--- src/hdl/sphere_collision_resolver_core_macros.svh ---
// ----------------------------------------------------------------------------
// sphere_collision_resolver_core_macros
// Assertion shorthands for the sphere collision resolver, clocked on clk and
// held off while rst is high.
// ----------------------------------------------------------------------------
`ifndef SPHERE_COLLISION_RESOLVER_CORE_MACROS_SVH
`define SPHERE_COLLISION_RESOLVER_CORE_MACROS_SVH

// Property checked at every edge outside reset
`define SCR_ASSERT(label, prop, msg) \
  label: assert property (@(posedge clk) disable iff (rst) prop) else $error(msg);

// Trigger in one cycle implies a consequence in the next
`define SCR_ASSERT_NEXT(label, trig, conseq, msg) \
  label: assert property (@(posedge clk) disable iff (rst) (trig) |=> (conseq)) else $error(msg);

`endif

--- src/hdl/scr_pkg.sv ---
// ----------------------------------------------------------------------------
// scr_pkg
// Shared types, constants and helpers of the sphere collision resolver.
// ----------------------------------------------------------------------------
package scr_pkg;

  localparam int MAX_BODIES = 64;
  localparam int IDX_W      = $clog2(MAX_BODIES);
  localparam int CNT_W      = IDX_W + 1;
  localparam int AXES       = 3;
  localparam int W          = 32;
  localparam int FRAC       = 16;
  localparam int WIDE_W     = 40;
  localparam int ONE_Q      = 65536;

  localparam int RADIUS_W   = 31;
  localparam int REST_W     = 17;
  localparam int SHARE_W    = 17;
  localparam int COEF_W     = 18;
  localparam int NORM_W     = 18;
  localparam int VN_W       = 34;
  localparam int DV_W       = 38;

  localparam int RADIUS_RESET = 65536;
  localparam int REST_RESET   = 65536;
  localparam int COUNT_RESET  = 64;

  // Shared arithmetic unit widths
  localparam int MUL_A_W  = 37;
  localparam int MUL_B_W  = 32;
  localparam int DIV_N_W  = 48;
  localparam int DIV_D_W  = 33;
  localparam int SQRT_W   = 64;
  localparam int ROOT_W   = 32;
  localparam int ARG_W    = 64;
  localparam int RES_W    = MUL_A_W + MUL_B_W;
  localparam int STEP_W   = 6;

  localparam logic KIND_LOAD = 1'b0;
  localparam logic KIND_RUN  = 1'b1;

  typedef enum logic [1:0] {
    REG_SPHERE_RADIUS = 2'd0,
    REG_RESTITUTION   = 2'd1,
    REG_BODY_COUNT    = 2'd2
  } cfg_reg_t;

  typedef enum logic [1:0] {
    AOP_MUL  = 2'd0,
    AOP_DIV  = 2'd1,
    AOP_SQRT = 2'd2
  } arith_op_t;

  typedef struct packed {
    logic      start;
    arith_op_t op;
  } arith_req_t;

  typedef struct packed {
    logic busy;
    logic done;
  } arith_stat_t;

  typedef struct packed {
    logic        [W-1:0] mass;
    logic signed [W-1:0] pos_x;
    logic signed [W-1:0] pos_y;
    logic signed [W-1:0] pos_z;
    logic signed [W-1:0] vel_x;
    logic signed [W-1:0] vel_y;
    logic signed [W-1:0] vel_z;
  } body_t;

  typedef enum logic [4:0] {
    ST_IDLE, ST_RUN_INIT, ST_LIM, ST_RD_I, ST_RD_J, ST_CAP_J, ST_DIFF, ST_SQ,
    ST_SQRT, ST_TOT, ST_SH1, ST_SH2, ST_NORM, ST_PUSH_I, ST_PUSH_J, ST_POS_I,
    ST_POS_J, ST_VN_I, ST_VN_J, ST_C_I, ST_C_J, ST_DV_I, ST_DV_J, ST_VEL_I,
    ST_VEL_J, ST_WR_I, ST_WR_J, ST_NEXT, ST_OUT_RD, ST_OUT_EMIT
  } seq_state_t;

  // Magnitude of a wide signed value
  function automatic logic [WIDE_W-1:0] mag_wide(input logic signed [WIDE_W-1:0] v);
    mag_wide = v[WIDE_W-1] ? WIDE_W'(-v) : WIDE_W'(v);
  endfunction

  // Clamp a wide signed value to one signed word
  function automatic logic signed [W-1:0] sat_word(input logic signed [WIDE_W-1:0] v);
    logic fits;
    fits = (v[WIDE_W-1:W-1] == '0) || (v[WIDE_W-1:W-1] == '1);
    if (fits) begin
      sat_word = v[W-1:0];
    end else if (v[WIDE_W-1]) begin
      sat_word = {1'b1, {(W-1){1'b0}}};
    end else begin
      sat_word = {1'b0, {(W-1){1'b1}}};
    end
  endfunction

endpackage

--- src/hdl/scr_arith.sv ---
// ----------------------------------------------------------------------------
// scr_arith
// Shared bit-serial arithmetic unit: shift-add multiply (one multiplier bit a
// cycle), restoring divide (one quotient bit a cycle) and digit square root
// (one root bit a cycle). Result holds until the next start.
// ----------------------------------------------------------------------------
module scr_arith import scr_pkg::*; (
  input  logic               clk,
  input  logic               rst,
  input  arith_req_t         req,
  input  logic [ARG_W-1:0]   arg_a,
  input  logic [DIV_D_W-1:0] arg_b,
  output arith_stat_t        stat,
  output logic [RES_W-1:0]   result
);

  logic              active;
  logic              done;
  logic [STEP_W-1:0] cnt;
  arith_op_t         op_q;

  logic [MUL_A_W-1:0] mul_a;
  logic [MUL_A_W-1:0] mul_hi;
  logic [MUL_B_W-1:0] mul_lo;
  logic [MUL_A_W:0]   mul_t;

  logic [DIV_D_W-1:0] div_den;
  logic [DIV_D_W-1:0] div_rem;
  logic [DIV_N_W-1:0] div_nq;
  logic [DIV_D_W:0]   div_sh;
  logic [DIV_D_W:0]   div_diff;
  logic               div_ge;

  logic [SQRT_W-1:0]   sq_x;
  logic [ROOT_W+1:0]   sq_rem;
  logic [ROOT_W-1:0]   sq_root;
  logic [ROOT_W+3:0]   sq_sh;
  logic [ROOT_W+3:0]   sq_trial;
  logic [ROOT_W+3:0]   sq_diff;
  logic                sq_ge;

  // Step logic for each operation
  always_comb begin
    mul_t    = {1'b0, mul_hi} + (mul_lo[0] ? {1'b0, mul_a} : '0);
    div_sh   = {div_rem, div_nq[DIV_N_W-1]};
    div_diff = div_sh - {1'b0, div_den};
    div_ge   = (div_sh >= {1'b0, div_den});
    sq_sh    = {sq_rem, sq_x[SQRT_W-1 -: 2]};
    sq_trial = {2'b00, sq_root, 2'b01};
    sq_diff  = sq_sh - sq_trial;
    sq_ge    = (sq_sh >= sq_trial);
  end

  // Step counter and completion strobe
  always_ff @(posedge clk) begin
    if (rst) begin
      active <= 1'b0;
      done   <= 1'b0;
      cnt    <= '0;
    end else begin
      done <= 1'b0;
      if (req.start) begin
        active <= 1'b1;
        case (req.op)
          AOP_DIV:  cnt <= STEP_W'(DIV_N_W - 1);
          AOP_SQRT: cnt <= STEP_W'(ROOT_W - 1);
          default:  cnt <= STEP_W'(MUL_B_W - 1);
        endcase
      end else if (active) begin
        if (cnt == '0) begin
          active <= 1'b0;
          done   <= 1'b1;
        end else begin
          cnt <= cnt - 1'b1;
        end
      end
    end
  end

  // Load operands, then advance one digit a cycle
  always_ff @(posedge clk) begin
    if (req.start) begin
      op_q    <= req.op;
      mul_a   <= arg_a[MUL_A_W-1:0];
      mul_hi  <= '0;
      mul_lo  <= arg_b[MUL_B_W-1:0];
      div_den <= arg_b;
      div_rem <= '0;
      div_nq  <= arg_a[DIV_N_W-1:0];
      sq_x    <= arg_a[SQRT_W-1:0];
      sq_rem  <= '0;
      sq_root <= '0;
    end else if (active) begin
      case (op_q)
        AOP_MUL: begin
          mul_hi <= mul_t[MUL_A_W:1];
          mul_lo <= {mul_t[0], mul_lo[MUL_B_W-1:1]};
        end
        AOP_DIV: begin
          div_rem <= div_ge ? div_diff[DIV_D_W-1:0] : div_sh[DIV_D_W-1:0];
          div_nq  <= {div_nq[DIV_N_W-2:0], div_ge};
        end
        AOP_SQRT: begin
          sq_rem  <= sq_ge ? sq_diff[ROOT_W+1:0] : sq_sh[ROOT_W+1:0];
          sq_root <= {sq_root[ROOT_W-2:0], sq_ge};
          sq_x    <= {sq_x[SQRT_W-3:0], 2'b00};
        end
        default: ;
      endcase
    end
  end

  // Present the result of the last operation
  always_comb begin
    case (op_q)
      AOP_MUL:  result = {mul_hi, mul_lo};
      AOP_DIV:  result = RES_W'(div_nq);
      AOP_SQRT: result = RES_W'(sq_root);
      default:  result = '0;
    endcase
  end

  assign stat.busy = active;
  assign stat.done = done;

endmodule

--- config.mk ---
export PLATFORM = sky130hd
export DESIGN_NAME = scr_arith
export DESIGN_NICKNAME = d
export VERILOG_FILES = /design/src/hdl/sphere_collision_resolver_core_macros.svh /design/src/hdl/scr_pkg.sv /design/src/hdl/scr_arith.sv
export SDC_FILE = /design/constraint.sdc
export NUM_CORES = 1
export LEC_CHECK = 0
export BUFFER_PORTS_ARGS = -buffer_cell sky130_fd_sc_hd__buf_4
export CORE_ASPECT_RATIO = 0.6
export CORE_MARGIN = 2
export CORE_UTILIZATION = 50
export CTS_CLUSTER_DIAMETER = 60
export DETAILED_ROUTE_END_ITERATION = 6
export GPL_TIMING_DRIVEN = 0
export PLACE_DENSITY = 0.69
export SLEW_MARGIN = 20
export SYNTH_ARGS = -nofsm -noshare
export SYNTH_HDL_FRONTEND = slang
export SYNTH_SLANG_ARGS = --single-unit
--- constraint.sdc ---
create_clock -name clk -period 7.7 [get_ports clk]
set_input_delay 0.77 -clock clk [delete_from_list [all_inputs] [get_ports clk]]
set_output_delay 0.77 -clock clk [all_outputs]
set_load 0.01 [all_outputs]
; ---- Yosys cells after proc, flatten, opt, wreduce, memory -nomap -nowiden
; Cells that the tools add are included.
[op_classes]
eq_ne = 4
addsub = 4
bitwise = 1
n_reduce_logical = 14
mux = 21
order_cmp = 2
[ops]
columns = cell, n
row1 = $pmux W69 S3, 1
row2 = $mux W64, 3
row3 = $mux W48, 3
row4 = $mux W32, 3
row5 = $add A37 B37 Y38, 1
row6 = $mux W37, 1
row7 = $ge A36 B34 Y1, 1
row8 = $ge A34 B33 Y1, 1
row9 = $mux W34, 1
row10 = $sub A34 B34 Y34, 1
row11 = $mux W33, 1
row12 = $sub A33 B33 Y33, 1
row13 = $mux W6, 4
row14 = $reduce_and A2 Y1, 7
row15 = $reduce_bool A2 Y1, 4
row16 = $logic_not A6 Y1, 1
row17 = $sub A6 B1 Y6 const B, 1
row18 = $eq A2 B1 Y1 const B, 2
row19 = $mux W1, 4
row20 = $reduce_or A3 Y1, 1
row21 = $eq A2 B2 Y1 const B, 1
row22 = $logic_not A2 Y1, 1
row23 = $ne A2 B2 Y1 const B, 1
row24 = $not A1 Y1, 1
[word_totals]
in_bits = 102
regBits = 360
elab_cells = 59
out_inout_bits = 71

; ---- Logic depth before layout (Yosys ltp)
; Gate-level depths: netlist of the first run.
[depth]
depth_word = 5
depth_mapped = 16
ltp_nobuf = 14

; ---- Least setup slack after synthesis of the first run
; Ideal clock, no wire load.
[synth_timing]
path_kind = input-to-reg
startpoint = input req[2] in the netlist's numbering
endpoint = register sq_x[0] (enable)
n_path_buf = 2
stages = 4
arrival_ns = 2.498
setup_time_ns = 0.688
t_required_ns = 7.012
slack_ns = 4.514
path_cell_list = inv_1 > clkbuf_1 > clkbuf_1 > nand2_1
[synth_via]
elab_chain_cells = 2
elab_cells_between_ends = 3
cone_classes = reduce/logical (3)
[synth_lines]
columns = item, line
row1 = "start, declared", scr_arith.sv:10  ; input arith_req_t req,
row2 = $reduce_bool A2 Y1 (no line), --
row3 = $reduce_and A2 Y1 (no line) *, --
row4 = "end signal, assigned", scr_arith.sv:90  ; sq_x <= arg_a[SQRT_W-1:0];
row5 = "end signal, assigned", scr_arith.sv:106  ; sq_x <= {sq_x[SQRT_W-3:0], 2'b00};
row6 = "end, declared", scr_arith.sv:34  ; logic [SQRT_W-1:0] sq_x;
; Mark *: on every way between the ends. The rest lies on a longest branch, timed or not.
; A chain may end at the register's enable or synchronous reset.

; ---- Final worst setup path of the first run
[layout_timing]
startpoint = register mul_lo[0]
endpoint = register mul_hi[32]
[layout_via]
elab_chain_cells = 2
[layout_lines]
columns = item, line
row1 = "start, declared", scr_arith.sv:24  ; logic [MUL_B_W-1:0] mul_lo;
row2 = "start signal, assigned", scr_arith.sv:86  ; mul_lo <= arg_b[MUL_B_W-1:0];
row3 = "start signal, assigned", scr_arith.sv:97  ; mul_lo <= {mul_t[0], mul_lo[MUL_B_W-1:1]};
row4 = $mux W37, scr_arith.sv:44  ; mul_t = {1'b0, mul_hi} + (mul_lo[0] ? {1'b0, mul_a} : '0);
row5 = $add A37 B37 Y38, scr_arith.sv:44
row6 = "end signal, assigned", scr_arith.sv:96  ; mul_hi <= mul_t[MUL_A_W:1];
row7 = "end, declared", scr_arith.sv:23  ; logic [MUL_A_W-1:0] mul_hi;
; No other way between the ends.

==> impl_metrics.ini, run 1 <==
[placed_design]
hpwl_um = 47500
gp_congestion = 0.961
dp.cells = 2903
numPortBuffers = 171

[clock_tree]
cts-buffers-inserted = 37
post-cts-setup-buffers = 0
htree_levels = 2
root_buffer = clkbuf_16
cts_sinks = 360
path_clk_slew_ns = 0.06
worstSkewPairLatency_ns = 0.55
cts_hold_buffers = 0
postCtsResizedCells = 0
cts_tree = built
clockBufferDepth = 3

[die]
core_mm2 = 0.0404
fp.dieW_um = 265
die_h_um = 161
start_util = 0.506
die_area_mm2 = 0.0426
ioPinCount = 173
num_rows = 57

[worst_setup_path]
path_max_fanout = 10
r2r_setup_slack_ns = 3.31
crit_type = flip-flop to flip-flop
required_ns = 8.12
start_kind = flip-flop
crit_path_end_kind = flip-flop
worstPathArrival_ns = 4.81

[sta]
drv_slew = 0
clock-skew-final_ns = 0.0257
period_minus_slack_ns = 4.39
hold_viol = 0
finalSetupViolations = 0
slew_headroom = 0.302
whs_ns = 0.399
worstMarginPinSlew_ns = 1.05
final.setup.tns_ns = 0
period_share = 0.570
rsz0062_at_grt = false
fmax_mhz = 228

[pwr]
p_sw_mw = 1.53
vdd_drop_max_mv = 0.175
switching_share = 0.293
p_comb_frac = 0.203
p_int_mw = 3.70
seq_power_share = 0.431
p_leak_nw = 10.1
pwr_density_cell_mw_per_mm2 = 220
clkPwrFrac = 0.367

[layout]
seq_area_mm2 = 0.00937
drive_gt1_frac = 0.128
multi_input_area_mm2 = 0.00990
syn_to_final_growth_pct = 16.0
fin_nets = 2622
fillCellCount = 3507
instances_no_fill = 2971
diodes = 0

[routing]
post_drt_wl_per_cell_um = 21.2
avgViaCountPerCell = 5.90
firstDrtPassIters = 5
ant_nets = 0
first_iter_violations = 1998
num_vias = 17500
wl_um = 63000
drc_errors = 0

[grt]
gr-usage-met1 = 0.465
grt_pass1_wl_um = 96100
antenna_found_initial = 0
grt-ovfl-total = 0
gr-usage-met2 = 0.394
first_global_vias = 16300
met3_usage = 0.0552
grt.total_usage = 0.292
grt_max_degree = 75
grt.busiest_layer = met1

[run_status]
status = finished clean

[synthesis]
yosysTopAreaCellShare = 0.317
synth_flop_cell = edfxtp_1
synth_edf_count = 216
synth_nets = 2409
ys_types = 76
ys_warn_count = 0
synth_area_mm2 = 0.0205
yosysSeqAreaShare = 0.458
synth_top_area_cell = edfxtp_1
synthTopCellsByArea = edfxtp_1, dfxtp_1, ha_1
yosysMostFrequentCell = nand2_1
async_reset_ff_frac = 0
synth_commonest_cells = nand2_1, edfxtp_1, o21ai_0, inv_1, a21oi_1
synth_cells = 2199
avgSynthCellArea_um2 = 9.30
ys_seq_elements = 360

[min_path]
hold_class = primary input to flip-flop

[job]
drv_cap = 0
[worst max-delay path: stages (launching register included)]
cell and delay, ns:
edfxtp_1 0.38, clkbuf_1 0.52, clkbuf_1 0.45, and2_1 0.21, ha_1 0.30, a21o_1 0.23
a21oi_1 0.25, nand2_1 0.09, a21oi_1 0.21, a311oi_1 0.15, o2111ai_1 0.41, a21oi_1 0.18
or2_1 0.28, a311o_1 0.36, a32o_1 0.25
[power by group through the flow]
stage / combinational [mW] / sequential (mW) / clock, mW
after CTS: 1.04 / 2.25 / 1.93
after global routing: 1.14 / 2.26 / 2.01
final: 1.06 / 2.25 / 1.92
after floorplan: 0.693 / 2.26 / 0
after global placement: 1.00 / 2.29 / 0
after detailed placement: 1.03 / 2.29 / 0
[stage by stage]
stage	setup slack (ns)	total power, mW	instance area [µm²]	utilization
after floorplan	4.51	2.95	20500	-
final	3.31	5.23	23700	0.587
after global placement	2.31	3.30	22400	0.554
after CTS	3.44	5.21	23700	0.586
after global routing	3.12	5.41	23700	0.587
after detailed placement	3.13	3.32	22500	0.555
[flip-flops by register name (all words and copies together), names as in the netlist]
register,flops
sq_rem,34
cnt,6
div_rem,33
sq_x,64
div_den,33
mul_lo,32
op_q,2
mul_a,37
done,1
mul_hi,37
div_nq,48
active,1
sq_root,32
[routing by layer]
layer | vias to the layer above | share of wire | routed length, µm
met1 | 8382 | 0.48 | 29900
met2 | 851 | 0.40 | 24900
met4 | 0 | 0.031 | 1920
met3 | 103 | 0.099 | 6240
li1 | 8194 | - | -
met5 | - | 0 | 0
[kinds of logic after synthesis]
kind of cell             Yosys count  synth area share
AO/OA/AOI/OAI                    612             0.181
AND/OR/NAND/NOR                  608             0.135
flip-flops                       360             0.458
adder cells (fa/ha/maj)          108            0.0668
XOR/XNOR                          84            0.0360
multiplexers                     125            0.0641
buffers and inverters            302            0.0585
[worst paths after layout]
path,start,to,depth (start not counted)
max,mul_lo[0],mul_hi[32],14
min,arg_b[32],div_den[32],1
max reg2reg,mul_lo[0],mul_hi[32],14
min reg2reg,div_rem[5],div_rem[5],2
[cells in the final DEF, fill, tap and decap left out, types with 8 or more instances in the layout]
cell type / netlist / routed
nand2_1: 323 / 322
edfxtp_1: 216 / 216
o21ai_0: 207 / 207
inv_1: 192 / 190
buf_4: 6 / 177
a21oi_1: 161 / 161
dfxtp_1: 144 / 144
ha_1: 106 / 106
clkbuf_1: 84 / 92
nor2_1: 81 / 81
mux2i_1: 77 / 77
and2_1: 65 / 65
xnor2_1: 49 / 49
mux2_2: 48 / 48
a21o_1: 45 / 45
clkbuf_16: 0 / 39
xor2_1: 35 / 35
a31oi_1: 32 / 32
o21ai_1: 30 / 30
nor3_1: 29 / 29
nand3_1: 24 / 24
o21a_1: 22 / 22
and3_1: 16 / 16
o211ai_1: 15 / 15
o21bai_1: 15 / 15
nand4_1: 13 / 13
buf_1: 12 / 12
nand2b_1: 11 / 11
nor2b_1: 10 / 10
a211oi_1: 9 / 9
nor4_1: 8 / 8
a32oi_1: 8 / 8
[layout make-up]
| class | count | area share |
|---|---|---|
| Tap cell | 531 | 0.0280 |
| Clock inverter | 16 | 0.00822 |
| Multi-Input combinational cell | 1537 | 0.417 |
| Buffer | 110 | 0.0201 |
| Inverter | 192 | 0.0304 |
| Sequential cell | 360 | 0.395 |
| Clock buffer | 51 | 0.0447 |
| Timing Repair Buffer | 174 | 0.0566 |
(Power assumes the default switching activity.)
==> run 2: changes to the inputs <==
- PLACE_DENSITY: 0.69 -> 0.71
- clock period: 7.7 -> 4.03 ns (I/O delays scaled with it)
==> run 2 against run 1 <==
The run now ends with design-rule violations left. Sequential share of layout area barely moved. Critical endpoint is now result[28]. Clock power is 79% higher. Worst hold slack got worse by 0.37 ns. Die area unchanged. Global-route usage increased by 0.096 points. Largest cell class unchanged.
==> impl_metrics.ini, run 2 (synthesized netlist as in run 1, its figures left out) <==
[pwr]
pwr_density_cell_mw_per_mm2 = 413
vdd_drop_max_mv = 0.310
p_leak_nw = 10.1

[sta]
period_share = 0.965
fmax_mhz = 257
drv_slew = 0
clock-skew-final_ns = 0.0185
period_minus_slack_ns = 3.89
whs_ns = 0.0335
slew_headroom = 0.268
worstMarginPinSlew_ns = 1.10
hold_viol = 0
finalSetupViolations = 0
rsz0062_at_grt = false

[clock_tree]
clockBufferDepth = 3
htree_levels = 2
root_buffer = clkbuf_16
cts_hold_buffers = 0
cts_sinks = 360
cts-buffers-inserted = 36
worstSkewPairLatency_ns = 0.54
path_clk_slew_ns = 0.07
cts_tree = built

[layout]
reg_top3 = sq_x x64, div_nq x48
instances_no_fill = 2969
drive_gt1_frac = 0.132
mostFrequentLayoutCells = nand2_1, edfxtp_1, o21ai_0
largest_reg_flops = 64
diodes = 0
seq_area_mm2 = 0.00937
multi_input_area_mm2 = 0.00996
final_area_mm2 = 0.0237
layout_commonest_cell = nand2_1
top_register = sq_x
fillCellCount = 3505
syn_to_final_growth_pct = 15.9
fin_nets = 2621

[grt]
grt-ovfl-total = 0
grt_pass1_wl_um = 96200
grt_max_degree = 75
antenna_found_initial = 3
first_global_vias = 16200
grt.total_usage = 0.293

[die]
core_mm2 = 0.0404
start_util = 0.506
die_h_um = 161
fp.dieW_um = 265
ioPinCount = 173
die_area_mm2 = 0.0426
num_rows = 57

[routing]
ant_nets = 0
drc_errors = 5
num_vias = 17600
post_drt_wl_per_cell_um = 21.5
wl_um = 63900
first_iter_violations = 2105
firstDrtPassIters = 7
avgViaCountPerCell = 5.94

[run_status]
status = finished with violations
violations = design-rule violations

[worst_setup_path]
timing.rr.end = mul_hi[35]
reg2reg_from = mul_lo[0]
r2r_cells = 13
worstPathArrival_ns = 3.48
required_ns = 3.63
path_max_fanout = 10
r2r_setup_slack_ns = 0.20
crit_type = flip-flop to primary output
start_kind = flip-flop
crit_path_end_kind = primary output

[min_path]
hold_class = primary input to flip-flop
min_path_cells = 1
holdCritStartpoint = arg_b[32]
holdPathEnd = div_den[32]

[placed_design]
place_area_mm2 = 0.0225
hpwl_um = 48700
gp_congestion = 0.965
dp.cells = 2903
numPortBuffers = 171

[job]
drv_cap = 0
run 2: changes by cell type in the layout (fill, tap and decap cells not counted), sizes merged:
cell | previous run | this run
bufinv | 4 | 3
buf | 200 | 201
clkinv | 9 | 7
inv | 194 | 195
clkinvlp | 1 | 3
clkbuf | 135 | 132
run 2: area by class of cell:
cell class,count,share of cell area
well taps,531,0.0280
flip-flops and latches,360,0.395
plain buffers,110,0.0204
repair buffers,174,0.0562
multi-input cells,1537,0.420
clock buffers,49,0.0422
inverters,192,0.0304
clock inverters,16,0.00734
run 2: routing by layer:
| layer | part of all wire | track usage | vias to the layer above | routed length [µm] |
|---|---|---|---|---|
| met2 | 0.41 | 0.414 | 874 | 26200 |
| met4 | 0.023 | 0.0673 | 0 | 1460 |
| li1 | - | - | 8206 | - |
| met3 | 0.10 | 0.0549 | 81 | 6480 |
| met5 | 0 | 0 | - | 0 |
| met1 | 0.47 | 0.459 | 8469 | 29800 |
run 2: critical path, stage by stage (launching register included):
cell,delay [ns]
edfxtp_1,0.32
clkbuf_1,0.29
clkbuf_1,0.71
clkbuf_1,0.82
mux2i_1,0.47
o21ai_0,0.14
buf_4,0.19
run 2: worst max-delay path by stage:
stage,from,to,slack [ns]
floorplan,div_nq[47],div_rem[10],0.85
global placement,req[2],sq_x[51],-0.91
detailed placement,req[2],sq_root[3],-0.16
CTS,mul_lo[0],mul_hi[31],0.03
global route,op_q[0],result[26],0.03
finish,op_q[0],result[28],0.14
run 2: timing repair:
item | in CTS | in global routing
resized for setup | 1 | 17
gates cloned | 0 | 0
setup endpoints to repair | 5 | 44
pin swaps | 0 | 2
setup buffers | 0 | 1
run 2: power breakdown:
group | internal, mW | switching [mW]
Sequential | 4.18 | 0.135
Combinational | 0.781 | 1.26
Clock | 1.95 | 1.49
Total | 6.91 | 2.88
run 2: stage by stage:
step | setup WS (ns) | total power [mW] | util | setup TNS, ns
6_report | 0.142 | 9.79 | 0.586 | 0
5_1_grt | 0.0256 | 10.1 | 0.586 | 0
4_1_cts | 0.0320 | 9.76 | 0.584 | 0
3_5_place_dp | -0.160 | 6.36 | 0.555 | -2.57
3_3_place_gp | -0.905 | 6.31 | 0.554 | -91.72
2_1_floorplan | 0.849 | 5.65 | - | 0
==> run 3: changes to the inputs <==
- CELL_PAD_IN_SITES_DETAIL_PLACEMENT: not set -> 1
- CELL_PAD_IN_SITES_GLOBAL_PLACEMENT: not set -> 1
- CORE_UTILIZATION: 50 -> 42
- GPL_TIMING_DRIVEN: 0 -> not set
- PLACE_DENSITY: 0.71 -> not set
- PLACE_DENSITY_LB_ADDON: not set -> 0.1
- clock period: 4.03 -> 3.3 ns (I/O delays scaled with it)
==> run 3 against run 2 <==
The flow finishes with violations (negative setup slack). Critical endpoint is now div_rem[9]. Design area increased by 7.9%. Wire length increased by 7.1%. Register-to-register slack lost 0.34 ns. Non-clock buffer count is 67 higher. Count of clock-buffer cells in the layout increased by 5. Largest power group unchanged. Sequential power rose by 22%. Clock skew down 0.0014 ns. Final cell count is 6.0% higher. Sequential cell count is the same. Worst hold slack better by 0.054 ns.
==> impl_metrics.ini, run 3 (synthesized netlist as in run 1, its figures left out) <==
[grt]
gr-usage-met1 = 0.406
antenna_found_initial = 2
grt.busiest_layer = met1
grt_pass1_wl_um = 105000
gr-usage-met2 = 0.397
grt_max_degree = 129
grt.total_usage = 0.267
met3_usage = 0.0354
first_global_vias = 17800
grt-ovfl-total = 0

[worst_setup_path]
crit_type = flip-flop to flip-flop
path_max_fanout = 7
slowest_delay_ns = 0.41
slowest_stage = edfxtp_1
crit_path_end_kind = flip-flop
required_ns = 3.72
path_cells = inv_2 > ha_4 > inv_2 > fa_2 > a21o_1 > a21oi_2 > o311ai_4 > nand3_2 > o211ai_1 > a31oi_2 > o311ai_4 > a41oi_4 > buf_12 > buf_12 > buf_16 > mux2i_2 > o21ai_1
start_kind = flip-flop
worstPathArrival_ns = 3.86
r2r_cells = 17

[pwr]
pwr_density_cell_mw_per_mm2 = 497
p_leak_nw = 11.0
vdd_drop_max_mv = 0.501
total_power_mw = 12.7

[clock_tree]
root_buffer = clkbuf_16
path_clk_slew_ns = 0.07
htree_levels = 2
worstSkewPairLatency_ns = 0.55
cts_sinks = 360
cts-buffers-inserted = 37
clockBufferDepth = 3
cts_tree = built

[routing]
firstDrtPassIters = 5
first_iter_violations = 1049
post_drt_wl_per_cell_um = 21.8
num_vias = 17500
avgViaCountPerCell = 5.55
ant_nets = 0
drc_errors = 0
wl_um = 68500

[run_status]
status = finished with violations
violations = negative setup slack

[layout]
diodes = 0
reg_top3 = sq_x x64, div_nq x48
drive_gt1_frac = 0.190
instances_no_fill = 3148
mostFrequentLayoutCells = nand2_1, buf_4, edfxtp_1
fillCellCount = 5387
syn_to_final_growth_pct = 25.0
largest_reg_flops = 64
layout_commonest_cell = nand2_1
fin_nets = 2689
top_register = sq_x

[die]
core_mm2 = 0.0479
die_h_um = 175
ioPinCount = 173
start_util = 0.427
num_rows = 62
fp.dieW_um = 289
die_area_mm2 = 0.0506

[sta]
finalSetupViolations = 29
period_share = 1.04
fmax_mhz = 291
rsz0062_at_grt = true
whs_ns = 0.0870
slew_headroom = 0.365
worstMarginPinSlew_ns = 0.942
setup_slack_ns = -0.137
drv_slew = 0
clock-skew-final_ns = 0.0171
hold_viol = 0
period_minus_slack_ns = 3.44

[placed_design]
dp.cells = 2982
hpwl_um = 48400
numPortBuffers = 172
gp_congestion = 0.950

[min_path]
hold_class = primary input to flip-flop
min_path_cells = 2

[job]
drv_cap = 0
## run 3: cell types whose count changed in the layout (fill, tap and decap cells not counted), sizes merged
cell	change
clkbuf	-77
bufinv	+4
dlygate4sd3	+73
clkinvlp	-1
buf	+76
inv	-1
clkinv	-4
## run 3: layout make-up
class / count / area (µm²) / area share
Timing Repair Buffer: 351 / 3020 / 0.118
Tap cell: 640 / 801 / 0.0313
Clock inverter: 14 / 256 / 0.0100
Multi-Input combinational cell: 1537 / 10300 / 0.404
Inverter: 192 / 723 / 0.0283
Clock buffer: 54 / 1080 / 0.0423
Sequential cell: 360 / 9370 / 0.366
## run 3: stage by stage
step / setup TNS [ns] / utilization / area [µm²] / setup slack [ns]
after floorplan: 0 / - / 20500 / 0.119
after global placement: -0.161 / 0.476 / 22800 / -0.0678
after detailed placement: -3.46 / 0.476 / 22800 / -0.178
after CTS: -0.159 / 0.525 / 25200 / -0.0972
after global routing: -6.34 / 0.534 / 25600 / -0.245
final: -1.92 / 0.534 / 25600 / -0.137
## run 3: power by group
part,switching (mW),internal [mW]
combinational,1.56,1.13
sequential,0.175,5.10
clock,1.91,2.84
total,3.65,9.07
## run 3: critical path: cells and delay by family, from the launching register on
kind	cells	cell delay, ns
AOI/OAI and AO/OA	8	1.47
adders and majority gates	2	0.52
muxes	1	0.21
DFF	1	0.41
buffers and inverters	5	0.56
and+or+nand+nor	1	0.12
## run 3: final timing paths
kind | start | endpoint | slack, ns
worst max-delay path | div_nq[47] | div_rem[9] | -0.14
worst min-delay path | arg_a[49] | sq_x[49] | 0.09
worst max register to register | div_nq[47] | div_rem[9] | -0.14
worst min register to register | div_rem[19] | div_rem[19] | 0.48
## run 3: routing by layer
metal	vias to the layer above	wire [µm]
met1	8717	34100
met5	-	0
met3	87	2900
met4	0	1740
met2	338	29800
li1	8324	-
## run 3: what timing repair did
action	4_1_cts	5_1_grt
pin swaps	15	32
gates resized for setup	35	73
hold buffers	73	0
endpoints found under the setup margin	46	69
setup buffers	8	16
hold endpoints to repair	74	0
gates cloned	3	1
